==> config.mk <==
export PLATFORM = sky130hd
export DESIGN_NAME = ppmq_ram
export DESIGN_NICKNAME = d
export VERILOG_FILES = /design/src/hdl/ppmq_ram.sv
export SDC_FILE = /design/constraint.sdc
export NUM_CORES = 1
export LEC_CHECK = 0
export ABC_AREA = 1
export BUFFER_PORTS_ARGS = -buffer_cell sky130_fd_sc_hd__clkbuf_2
export CAP_MARGIN = 20
export CORE_ASPECT_RATIO = 0.8
export CORE_MARGIN = 2
export CORE_UTILIZATION = 50
export CTS_CLUSTER_DIAMETER = 100
export DETAILED_ROUTE_END_ITERATION = 12
export PLACE_DENSITY = 0.71
export SYNTH_ARGS = -nofsm -noshare
export SYNTH_HDL_FRONTEND = slang
export SYNTH_SLANG_ARGS = --single-unit
==> constraint.sdc <==
create_clock -name i_clk -period 1.9 [get_ports i_clk]
set_clock_uncertainty 0.1 [all_clocks]
set_input_delay 0.285 -clock i_clk [delete_from_list [all_inputs] [get_ports i_clk]]
set_output_delay 0.285 -clock i_clk [all_outputs]
set_load 0.05 [all_outputs]
==> src/hdl/ppmq_ram.sv <==
module ppmq_ram #(
    parameter int WIDTH = 8,
    parameter int DEPTH = 16
) (
    input  logic                     i_clk,
    input  logic                     i_we,
    input  logic [$clog2(DEPTH)-1:0] i_waddr,
    input  logic [WIDTH-1:0]         i_wdata,
    input  logic                     i_re,
    input  logic [$clog2(DEPTH)-1:0] i_raddr,
    output logic [WIDTH-1:0]         o_rdata
);

    logic [WIDTH-1:0] r_mem [DEPTH];
    logic [WIDTH-1:0] r_rdata;

    // One write port, one registered read port
    always_ff @(posedge i_clk) begin
        if (i_we) begin
            r_mem[i_waddr] <= i_wdata;
        end
        if (i_re) begin
            r_rdata <= r_mem[i_raddr];
        end
    end

    assign o_rdata = r_rdata;

endmodule

==> impl_metrics.env <==
export IMPL_cap_viol_max_count=0
export IMPL_fp_coreArea_mm2=0.0115
export IMPL_grt_pass1_wl_um=20200
export IMPL_ctsResizeCount=0
export IMPL_final_common_cell="nand2_1"
export IMPL_start_util_pct=51.0
export IMPL_crit_path_start="o_rdata[6]"
export IMPL_tightest_slew_ps=630
export IMPL_grt_overflow=0
export IMPL_peakVddDrop_v=0.000619
export IMPL_drive_gt1_share_pct=13.0
export IMPL_dp_cells=726
export IMPL_synth_cell_types=11
export IMPL_seq_area_frac_synth_pct=69.8
export IMPL_rsz0062_at_grt="false"
export IMPL_place_hpwl_um=7980
export IMPL_max_stage_delay_ps=450
export IMPL_cts_made_buffers=17
export IMPL_final_min_clock_period_ps=1520
export IMPL_yosys_warnings=0
export IMPL_crit_type="reg2out"
export IMPL_grt_max_degree=33
export IMPL_fin_crit_sh_pct=79.9
export IMPL_fin_tns_setup_ps=0
export IMPL_critical_path_top_delay_family="flip-flops"
export IMPL_final_cell_count_no_fill=758
export IMPL_grt_pass1_vias=3996
export IMPL_synth_area_leaders="edfxtp_1, nand2_1, nand3_1"
export IMPL_cts_sinks=136
export IMPL_die_area_mm2=0.0126
export IMPL_status="completed"
export IMPL_path_buf_inv=1
export IMPL_cts_root_buf="clkbuf_16"
export IMPL_port_buffers=26
export IMPL_cp_end_kind="output pin"
export IMPL_crit_cells=1
export IMPL_reg2reg_depth=6
export IMPL_layout_nets=616
export IMPL_clk_insertion_delay_late_ps=410
export IMPL_via_per_inst=5.16
export IMPL_firstDrtPassIters=5
export IMPL_diodes=0
export IMPL_crit_path_end="o_rdata[6]"
export IMPL_holdWs_ps=177
export IMPL_htree_levels=4
export IMPL_crit_chain="clkbuf_2"
export IMPL_p_per_area_mw_per_mm2=1020
export IMPL_clk_pin_slew_ps=50
export IMPL_fmax_ghz=0.659
export IMPL_row_count=35
export IMPL_drt_iter0_drc=494
export IMPL_crit_required_ps=1510
export IMPL_place_congestion=0.815
export IMPL_cts_tree="done"
export IMPL_fp_dieW_um=125
export IMPL_synth_top_area_share_pct=69.8
export IMPL_die_h_um=101
export IMPL_final_cell_mix="nand2_1, edfxtp_1, inv_1"
export IMPL_r2r_start="r_mem[11][1]"
export IMPL_vias=3909
export IMPL_cts_hold_buf=0
export IMPL_grt_antenna_before_repair=0
export IMPL_report_final_hold_viol_count=0
export IMPL_grt_total_usage_pct=21.7
export IMPL_max_clock_path_buffers=2
export IMPL_syn_to_final_growth_pct=15.5
export IMPL_synthCells=551
export IMPL_drc=0
export IMPL_io_pins=27
export IMPL_synthesis_nets=570
export IMPL_yosysTopAreaCell="edfxtp_1"
export IMPL_wire_per_inst_um=16.6
export IMPL_setup_viol=0
export IMPL_cts_setup_buffers=0
export IMPL_slew_viol_final=0
export IMPL_synth_seq_cells=136
export IMPL_relSlewSlack_pct=57.9
export IMPL_p_leak_nw=2.95
export IMPL_wl_um=12600
export IMPL_syn_avg_cell_area_um2=10.6
export IMPL_worst_setup_path_start_kind="flip-flop"
export IMPL_final_util_pct=58.9
export IMPL_nFillCells=961
export IMPL_worstPathArrival_ps=1130
export IMPL_r2r_end="o_rdata[1]"
export IMPL_syn_area_mm2=0.00585
export IMPL_crit_fanout=1
export IMPL_hold_path_class="in2reg"
export IMPL_ff2ff_setup_slack_ps=700
export IMPL_ant_nets=0
export IMPL_critical_path_slowest_cell="edfxtp_1"
==> per-layer routing <==
| metal | wire (um) | vias up | part of all wire (%) | global-route usage (%) |
|---|---|---|---|---|
| li1 | - | 1871 | - | - |
| met1 | 5810 | 1876 | 46 | 29.0 |
| met2 | 5830 | 151 | 46 | 33.6 |
| met3 | 824 | 11 | 6.5 | 5.94 |
| met4 | 132 | 0 | 1.0 | 9.83 |
| met5 | 0 | - | 0 | 0 |
==> logic make-up (layout without fill, tap and decap cells) <==
group / Yosys count / after routing / share of synthesized area, %
DFF: 136 / 136 / 69.8
and+or+nand+nor: 289 / 289 / 20.8
buffers and inverters: 126 / 185 / 9.39
==> stage by stage <==
step | setup slack, ps | total power, mW | area [um2]
after floorplan | 564 | 3.75 | 5850
after global placement | 302 | 3.89 | 6210
after detailed placement | 255 | 3.91 | 6210
after CTS | 368 | 6.94 | 6760
after global routing | 354 | 7.13 | 6760
final | 382 | 6.90 | 6760
==> area by class of cell <==
| type | count | area, um2 | area share (%) |
|---|---|---|---|
| flip-flops and latches | 136 | 4080 | 60.5 |
| multi-input cells | 289 | 1210 | 18.0 |
| clock buffers | 21 | 440 | 6.52 |
| inverters | 102 | 383 | 5.67 |
| repair buffers | 51 | 343 | 5.08 |
| well taps | 148 | 185 | 2.74 |
| clock inverters | 11 | 106 | 1.57 |
==> cells in the mapped netlist <==
cell,number
edfxtp_1,136
buf_1,1
buf_2,13
inv_2,2
nand3b_1,2
inv_1,100
buf_6,6
buf_4,4
nor2_1,17
nand2_1,173
nand3_1,97
==> how the worst min path moves through the flow <==
stage | start | to | slack, ps | cells past startpoint
after floorplan | i_wdata[0] | r_mem[0][0] | 280 | 0
after global routing | i_re | o_rdata[1] | 190 | 1
after CTS | i_wdata[1] | r_mem[9][1] | 170 | 1
final | i_wdata[1] | r_mem[9][1] | 180 | 1
after global placement | i_wdata[1] | r_mem[9][1] | 590 | 1
after detailed placement | i_wdata[1] | r_mem[9][1] | 600 | 1
==> sequential cells by signal, indices dropped and copies added, names as in the netlist <==
name	cells
o_rdata	8
r_mem	128
==> report_power, final <==
group          internal (mW)  switching [mW]
Sequential              3.38          0.0220
Combinational          0.124           0.320
Clock                   1.91            1.15
Total                   5.41            1.49
No activity file was read; power rests on OpenSTA's default activity.
