File: config.mk
export PLATFORM = sky130hd
export DESIGN_NAME = ppmq_owner_cam
export DESIGN_NICKNAME = d
export VERILOG_FILES = /design/src/hdl/ppmq_pkg.sv /design/src/hdl/ppmq_owner_cam.sv
export SDC_FILE = /design/constraint.sdc
export NUM_CORES = 2
export LEC_CHECK = 0
export BUFFER_PORTS_ARGS = -buffer_cell sky130_fd_sc_hd__buf_4
export CORE_AREA = 2 2 324 326
export CTS_CLUSTER_SIZE = 12
export DETAILED_ROUTE_END_ITERATION = 6
export DIE_AREA = 0 0 326 328
export PLACE_DENSITY = 0.67
export SETUP_SLACK_MARGIN = 0.3
export SYNTH_ARGS = -nofsm -noshare
export SYNTH_HDL_FRONTEND = slang
export SYNTH_SLANG_ARGS = --single-unit
File: constraint.sdc
create_clock -name i_clk -period 5.55 [get_ports i_clk]
set_input_delay 0.555 -clock i_clk [delete_from_list [all_inputs] [get_ports i_clk]]
set_output_delay 0.555 -clock i_clk [all_outputs]
set_load 0.02 [all_outputs]
File: src/hdl/ppmq_pkg.sv
package ppmq_pkg;

    // Sizing
    localparam int MAILBOXES   = 64;
    localparam int QUEUE_DEPTH = 16;
    localparam int MSG_BYTES   = 8;
    localparam int PID_BITS    = 16;

    // Field widths
    localparam int PID_W    = 16;
    localparam int TYPE_W   = 32;
    localparam int DATA_W   = 64;
    localparam int SIZE_W   = 4;
    localparam int STATUS_W = 2;

    // Derived widths
    localparam int MB_W   = $clog2(MAILBOXES);
    localparam int QH_W   = $clog2(QUEUE_DEPTH);
    localparam int QC_W   = $clog2(QUEUE_DEPTH + 1);
    localparam int SLOTS  = MAILBOXES * QUEUE_DEPTH;
    localparam int SLOT_W = $clog2(SLOTS);

    // Owner search: groups of eight, then a pick over the groups
    localparam int GRP    = 8;
    localparam int GRP_W  = 3;
    localparam int NGRP   = (MAILBOXES + GRP - 1) / GRP;
    localparam int NGRP_W = (NGRP > 1) ? $clog2(NGRP) : 1;

    localparam logic [PID_W-1:0] PID_MASK = (PID_BITS >= PID_W) ? {PID_W{1'b1}} :
                                            PID_W'((64'd1 << PID_BITS) - 64'd1);
    localparam logic [SIZE_W-1:0] MSG_BYTES_C = SIZE_W'(MSG_BYTES);

    // Stream widths, whole bytes
    localparam int IN_BITS     = PID_W + 1 + PID_W + TYPE_W + DATA_W + SIZE_W + SIZE_W;
    localparam int IN_TDATA_W  = (IN_BITS + 7) / 8 * 8;
    localparam int OUT_BITS    = PID_W + TYPE_W + DATA_W + SIZE_W + 1 + PID_W;
    localparam int OUT_TDATA_W = (OUT_BITS + 7) / 8 * 8;

    localparam logic KIND_SEND = 1'b0;
    localparam logic KIND_RECV = 1'b1;

    typedef enum logic [STATUS_W-1:0] {
        STS_OK      = 2'd0,
        STS_NO_CAP  = 2'd1,
        STS_NO_MBOX = 2'd2,
        STS_EMPTY   = 2'd3
    } t_status;

    typedef enum logic [2:0] {
        ST_IDLE,
        ST_MATCH,
        ST_PICK,
        ST_QRD,
        ST_FIN
    } t_state;

    // Input item, first field in the low bits
    typedef struct packed {
        logic [IN_TDATA_W-IN_BITS-1:0] pad;
        logic [SIZE_W-1:0]             receive_max;
        logic [SIZE_W-1:0]             payload_size;
        logic [DATA_W-1:0]             payload;
        logic [TYPE_W-1:0]             msg_type;
        logic [PID_W-1:0]              dest_pid;
        logic                          caller_may_ipc;
        logic [PID_W-1:0]              caller_pid;
    } t_in_data;

    // Result item, first field in the low bits
    typedef struct packed {
        logic [OUT_TDATA_W-OUT_BITS-1:0] pad;
        logic [PID_W-1:0]                wake_pid;
        logic                            wake_valid;
        logic [SIZE_W-1:0]               copied_size;
        logic [DATA_W-1:0]               recv_payload;
        logic [TYPE_W-1:0]               recv_type;
        logic [PID_W-1:0]                sender_pid;
    } t_out_data;

    // One stored message
    typedef struct packed {
        logic [SIZE_W-1:0] size;
        logic [DATA_W-1:0] payload;
        logic [PID_W-1:0]  sender;
        logic [TYPE_W-1:0] mtype;
    } t_msg;

    // Ring state of one mailbox
    typedef struct packed {
        logic [QH_W-1:0] head;
        logic [QC_W-1:0] count;
    } t_qstate;

    typedef struct packed {
        logic            found;
        logic            claim;
        logic [MB_W-1:0] mb;
    } t_match;

    typedef struct packed {
        logic             en;
        logic [MB_W-1:0]  idx;
        logic [PID_W-1:0] pid;
    } t_owner_wr;

    // Keep the low n bytes
    function automatic logic [DATA_W-1:0] byte_mask(input logic [SIZE_W-1:0] n);
        logic [DATA_W-1:0] m;
        int b;
        m = '0;
        for (b = 0; b < DATA_W / 8; b++) begin
            m[b*8 +: 8] = (n > SIZE_W'(b)) ? 8'hFF : 8'h00;
        end
        return m;
    endfunction

endpackage

File: src/hdl/ppmq_owner_cam.sv
module ppmq_owner_cam (
    input  logic                          i_clk,
    input  logic                          i_rst_n,
    input  logic                          i_search,
    input  logic [ppmq_pkg::PID_W-1:0]    i_pid,
    input  ppmq_pkg::t_owner_wr           i_wr,
    output ppmq_pkg::t_match              o_match
);
    import ppmq_pkg::*;

    logic [PID_W-1:0] r_owner [MAILBOXES];

    logic [NGRP-1:0]  r_hit_any, n_hit_any;
    logic [NGRP-1:0]  r_free_any, n_free_any;
    logic [GRP_W-1:0] r_hit_idx [NGRP];
    logic [GRP_W-1:0] n_hit_idx [NGRP];
    logic [GRP_W-1:0] r_free_idx [NGRP];
    logic [GRP_W-1:0] n_free_idx [NGRP];

    // First stage: compare every owner, lowest hit inside each group of eight
    always_comb begin
        int g;
        int j;
        int e;
        for (g = 0; g < NGRP; g++) begin
            n_hit_any[g]  = 1'b0;
            n_free_any[g] = 1'b0;
            n_hit_idx[g]  = '0;
            n_free_idx[g] = '0;
            for (j = GRP - 1; j >= 0; j--) begin
                e = g * GRP + j;
                if (e < MAILBOXES) begin
                    if (r_owner[MB_W'(e)] == i_pid) begin
                        n_hit_any[g] = 1'b1;
                        n_hit_idx[g] = GRP_W'(j);
                    end
                    if (r_owner[MB_W'(e)] == '0) begin
                        n_free_any[g] = 1'b1;
                        n_free_idx[g] = GRP_W'(j);
                    end
                end
            end
        end
    end

    // Owner table and stage registers
    always_ff @(posedge i_clk) begin
        if (!i_rst_n) begin
            for (int k = 0; k < MAILBOXES; k++) begin
                r_owner[k] <= '0;
            end
            r_hit_any  <= '0;
            r_free_any <= '0;
        end else begin
            if (i_wr.en) begin
                r_owner[i_wr.idx] <= i_wr.pid;
            end
            if (i_search) begin
                r_hit_any  <= n_hit_any;
                r_free_any <= n_free_any;
            end
        end
    end

    always_ff @(posedge i_clk) begin
        if (i_search) begin
            for (int k = 0; k < NGRP; k++) begin
                r_hit_idx[k]  <= n_hit_idx[k];
                r_free_idx[k] <= n_free_idx[k];
            end
        end
    end

    // Second stage: lowest group, a match beats a free slot
    always_comb begin
        logic              hit;
        logic              free;
        logic [NGRP_W-1:0] hg;
        logic [NGRP_W-1:0] fg;
        logic [GRP_W-1:0]  hi;
        logic [GRP_W-1:0]  fi;
        int g;
        hit  = 1'b0;
        free = 1'b0;
        hg   = '0;
        fg   = '0;
        hi   = '0;
        fi   = '0;
        for (g = NGRP - 1; g >= 0; g--) begin
            if (r_hit_any[g]) begin
                hit = 1'b1;
                hg  = NGRP_W'(g);
                hi  = r_hit_idx[g];
            end
            if (r_free_any[g]) begin
                free = 1'b1;
                fg   = NGRP_W'(g);
                fi   = r_free_idx[g];
            end
        end
        o_match.found = hit | free;
        o_match.claim = !hit && free;
        o_match.mb    = hit ? MB_W'({hg, hi}) : MB_W'({fg, fi});
    end

endmodule

==> reports/qor.txt <==
Status: finished, final reports clean
Chip width: 326 um
Buffer count from post-CTS setup fixing: 0
WL met1: 67100 um
First-pass GRT wire length: 241000 um
Vias: 36781
CTS Buf Count: 113
Tot Pwr: 18800 uW
Crit. End Element: primary output
Final hold viol count: 0
Largest family of logic cells by synthesized area: simple AND/OR/NAND/NOR gates
Nets: 4619
Post-Route Setup TNS: 0 ns
Core area: 103000 um2
Clock latency on the worst-skew pair: 0.70 ns
Drt pass-1 iters: 5
Grt ovf: 0
Ranking of synthesized cells by area: edfxtp_1 57%, xnor2_1 12%, and2_1 11%, nor4_1 3.9%, xor2_1 3.5%
Max_slew headroom: 18.3%
Compound-gate portion of the synthesized area: 2.12%
GRT Util Overall: 30.9%
Cell with the largest stage delay on the worst path: nor4_1
Setup WS pre-CTS: 2.11 ns
Post-CTS Hold Buffers: 0
Minimum clock period: 3.91 ns
Pin count of the biggest net entering global routing: 61
Delay-heaviest family, CP: simple AND/OR/NAND/NOR gates
CP max FO: 7
Critical Path RT: 4.99 ns
Clk slew on worst S/H paths: 0.06 ns
WL final: 167000 um
Number of synthesized flops with an enable pin: 1072
Post-Synthesis Cell Area: 56500 um2
Combined area of the multi-input logic cells: 22100 um2
Post-CTS sizing: 0
Layout Area Growth over Synthesis: 8.21%
CP max stage delay: 0.85 ns
Adder-cell area share of the yosys netlist: 0%
Register area share after synthesis: 57.5%
Rows: 118
Filler Cell Count: 8130
Detail Placement HPWL: 93900 um
Vias in the first global route: 35927
Die area: 107000 um2
Endpoints failing setup: 0
Simple-gate share of the synthesized area: 21.0%
Yosys cell types: 47
Async set or reset register ratio after synthesis: 0%
Critical-path cell list: nor4_1, nand2_1, o32ai_1, buf_4
RSZ-0062 raised after global routing: no
Power Density: 307 nW/um2
Post-synth top area share: 57.0%
Leak Pwr: 0.0200 uW
GPL Wtd Cong: 0.884
Mux cell area share after synthesis: 0%
Reg area: 32500 um2
Layout Skew: 0.0307 ns
CP bufs+invs: 1
DRT antenna net count: 0
Arr. time, crit path: 3.35 ns
Syn_nets: 4660
DP Area: 57700 um2
Clock buffer depth: 3
Cell count after synthesis: 4618
Slew @ Worst Pin: 1.23 ns
Starting Density: 54.8%
Worst Setup Slack, final: 1.64 ns
IO Pins: 50
Uppermost layer routed: met4
Initial antenna violation count: 9
Path type of the worst min-delay path: in2reg
Layout cells sized above 1: 7.28%
Fmax achieved: 256 MHz
1st-iter DRT viols: 4316
Final Max Slew Viols: 0
H-Tree Depth: 3
# port buffers: 49
Die Y: 328 um
Clk sinks: 1088
CTS root buffer: clkbuf_16
Fin crit share: 70.4%
Fin area: 61200 um2
Met2 wire len: 79000 um
Ys flop type: edfxtp_1
CTS tree: built
Yosys reg bits: 1088
Vias/cell: 6.09
Avg Cell Area, Syn: 12.2 um2
Remaining DRCs: 0
WL met3: 14800 um
Post-synth top area cell: edfxtp_1
Setup crit start kind: flip-flop
Antenna diodes: 0
Synth warn: 0
Max-Cap Viols: 0
Critical path type: reg2out
Peak supply drop: 0.000263 V
WL/cell: 27.6 um
Post-Synth XOR/XNOR Area: 15.9%
[placed cells by master, fill, tap and decap left out, types with 64 or more instances in the layout]
| master | n |
|---|---|
| edfxtp_1 | 1072 |
| and2_1 | 1024 |
| xnor2_1 | 795 |
| nor4_1 | 349 |
| nand4_1 | 294 |
| xor2_1 | 224 |
| buf_4 | 154 |
| nor2_1 | 135 |
| clkbuf_16 | 117 |
| nand2_1 | 75 |
| o21ai_1 | 64 |
[where the power goes]
part           switching (uW)  total, uW  internal, uW
Clock                    3130       7210          4080
Sequential                338       9790          9450
Combinational            1120       1750           636
Total                    4590      18800         14200
[synth_stat cells (all sizes together), types with 7 or more instances]
master	number
edfxtp	1072
nor4	361
a21oi	40
a31oi	11
and2	1024
nand2b	8
inv	7
buf	132
and4	8
xor2	224
a221oi	8
nor3	14
nor2	140
nand4	294
clkbuf	197
dfxtp	16
o21ai	96
a21boi	22
nor2b	23
nand3	12
xnor2	800
nand2	75
[per-stage QoR]
step / std cells / util (%) / hold WS [ns]
4_1_cts: 6037 / 59.2 / 0.197
2_1_floorplan: 4618 / - / 0.520
3_3_place_gp: 5841 / 55.9 / 0.547
3_5_place_dp: 5841 / 55.9 / 0.553
6_report: 6038 / 59.3 / 0.227
5_1_grt: 6038 / 59.3 / 0.222
[cell type report]
cell class              count  share of cell area, %
clock inverters            47                  0.571
repair buffers            173                   2.28
flip-flops and latches   1088                   53.2
well taps                1380                   2.82
clock buffers             149                   5.03
multi-input cells        3194                   36.1
inverters                   7                 0.0430
[worst paths after layout]
kind | to | cells after the start | slack, ns | from
max | o_match[3] | 4 | 1.64 | r_hit_any[7]
max reg2reg | r_hit_idx[0][3] | 6 | 3.38 | r_owner[12][13]
min reg2reg | r_free_any[7] | 2 | 0.58 | r_free_any[7]
min | r_owner[53][10] | 2 | 0.23 | i_wr[10]
[flip-flops by register name, summed over array words and instances, names as in the netlist]
name and count:
r_hit_any 8, r_free_any 8, r_hit_idx 24, r_owner 1024, r_free_idx 24
[logic make-up (layout without fill, tap and decap cells)]
group	count (synthesis)	after routing
flops	1088	1088
compound gates	202	202
xor+xnor	1024	1024
simple gates	1968	1968
buf+inv	336	376
[layer usage]
| layer | global-route usage (%) | up-vias |
|---|---|---|
| met5 | 0 | - |
| met4 | 11.1 | 0 |
| met3 | 4.56 | 360 |
| met2 | 50.8 | 1719 |
| met1 | 42.0 | 18352 |
| li1 | - | 16350 |
No activity file was read; power rests on OpenSTA's default activity.
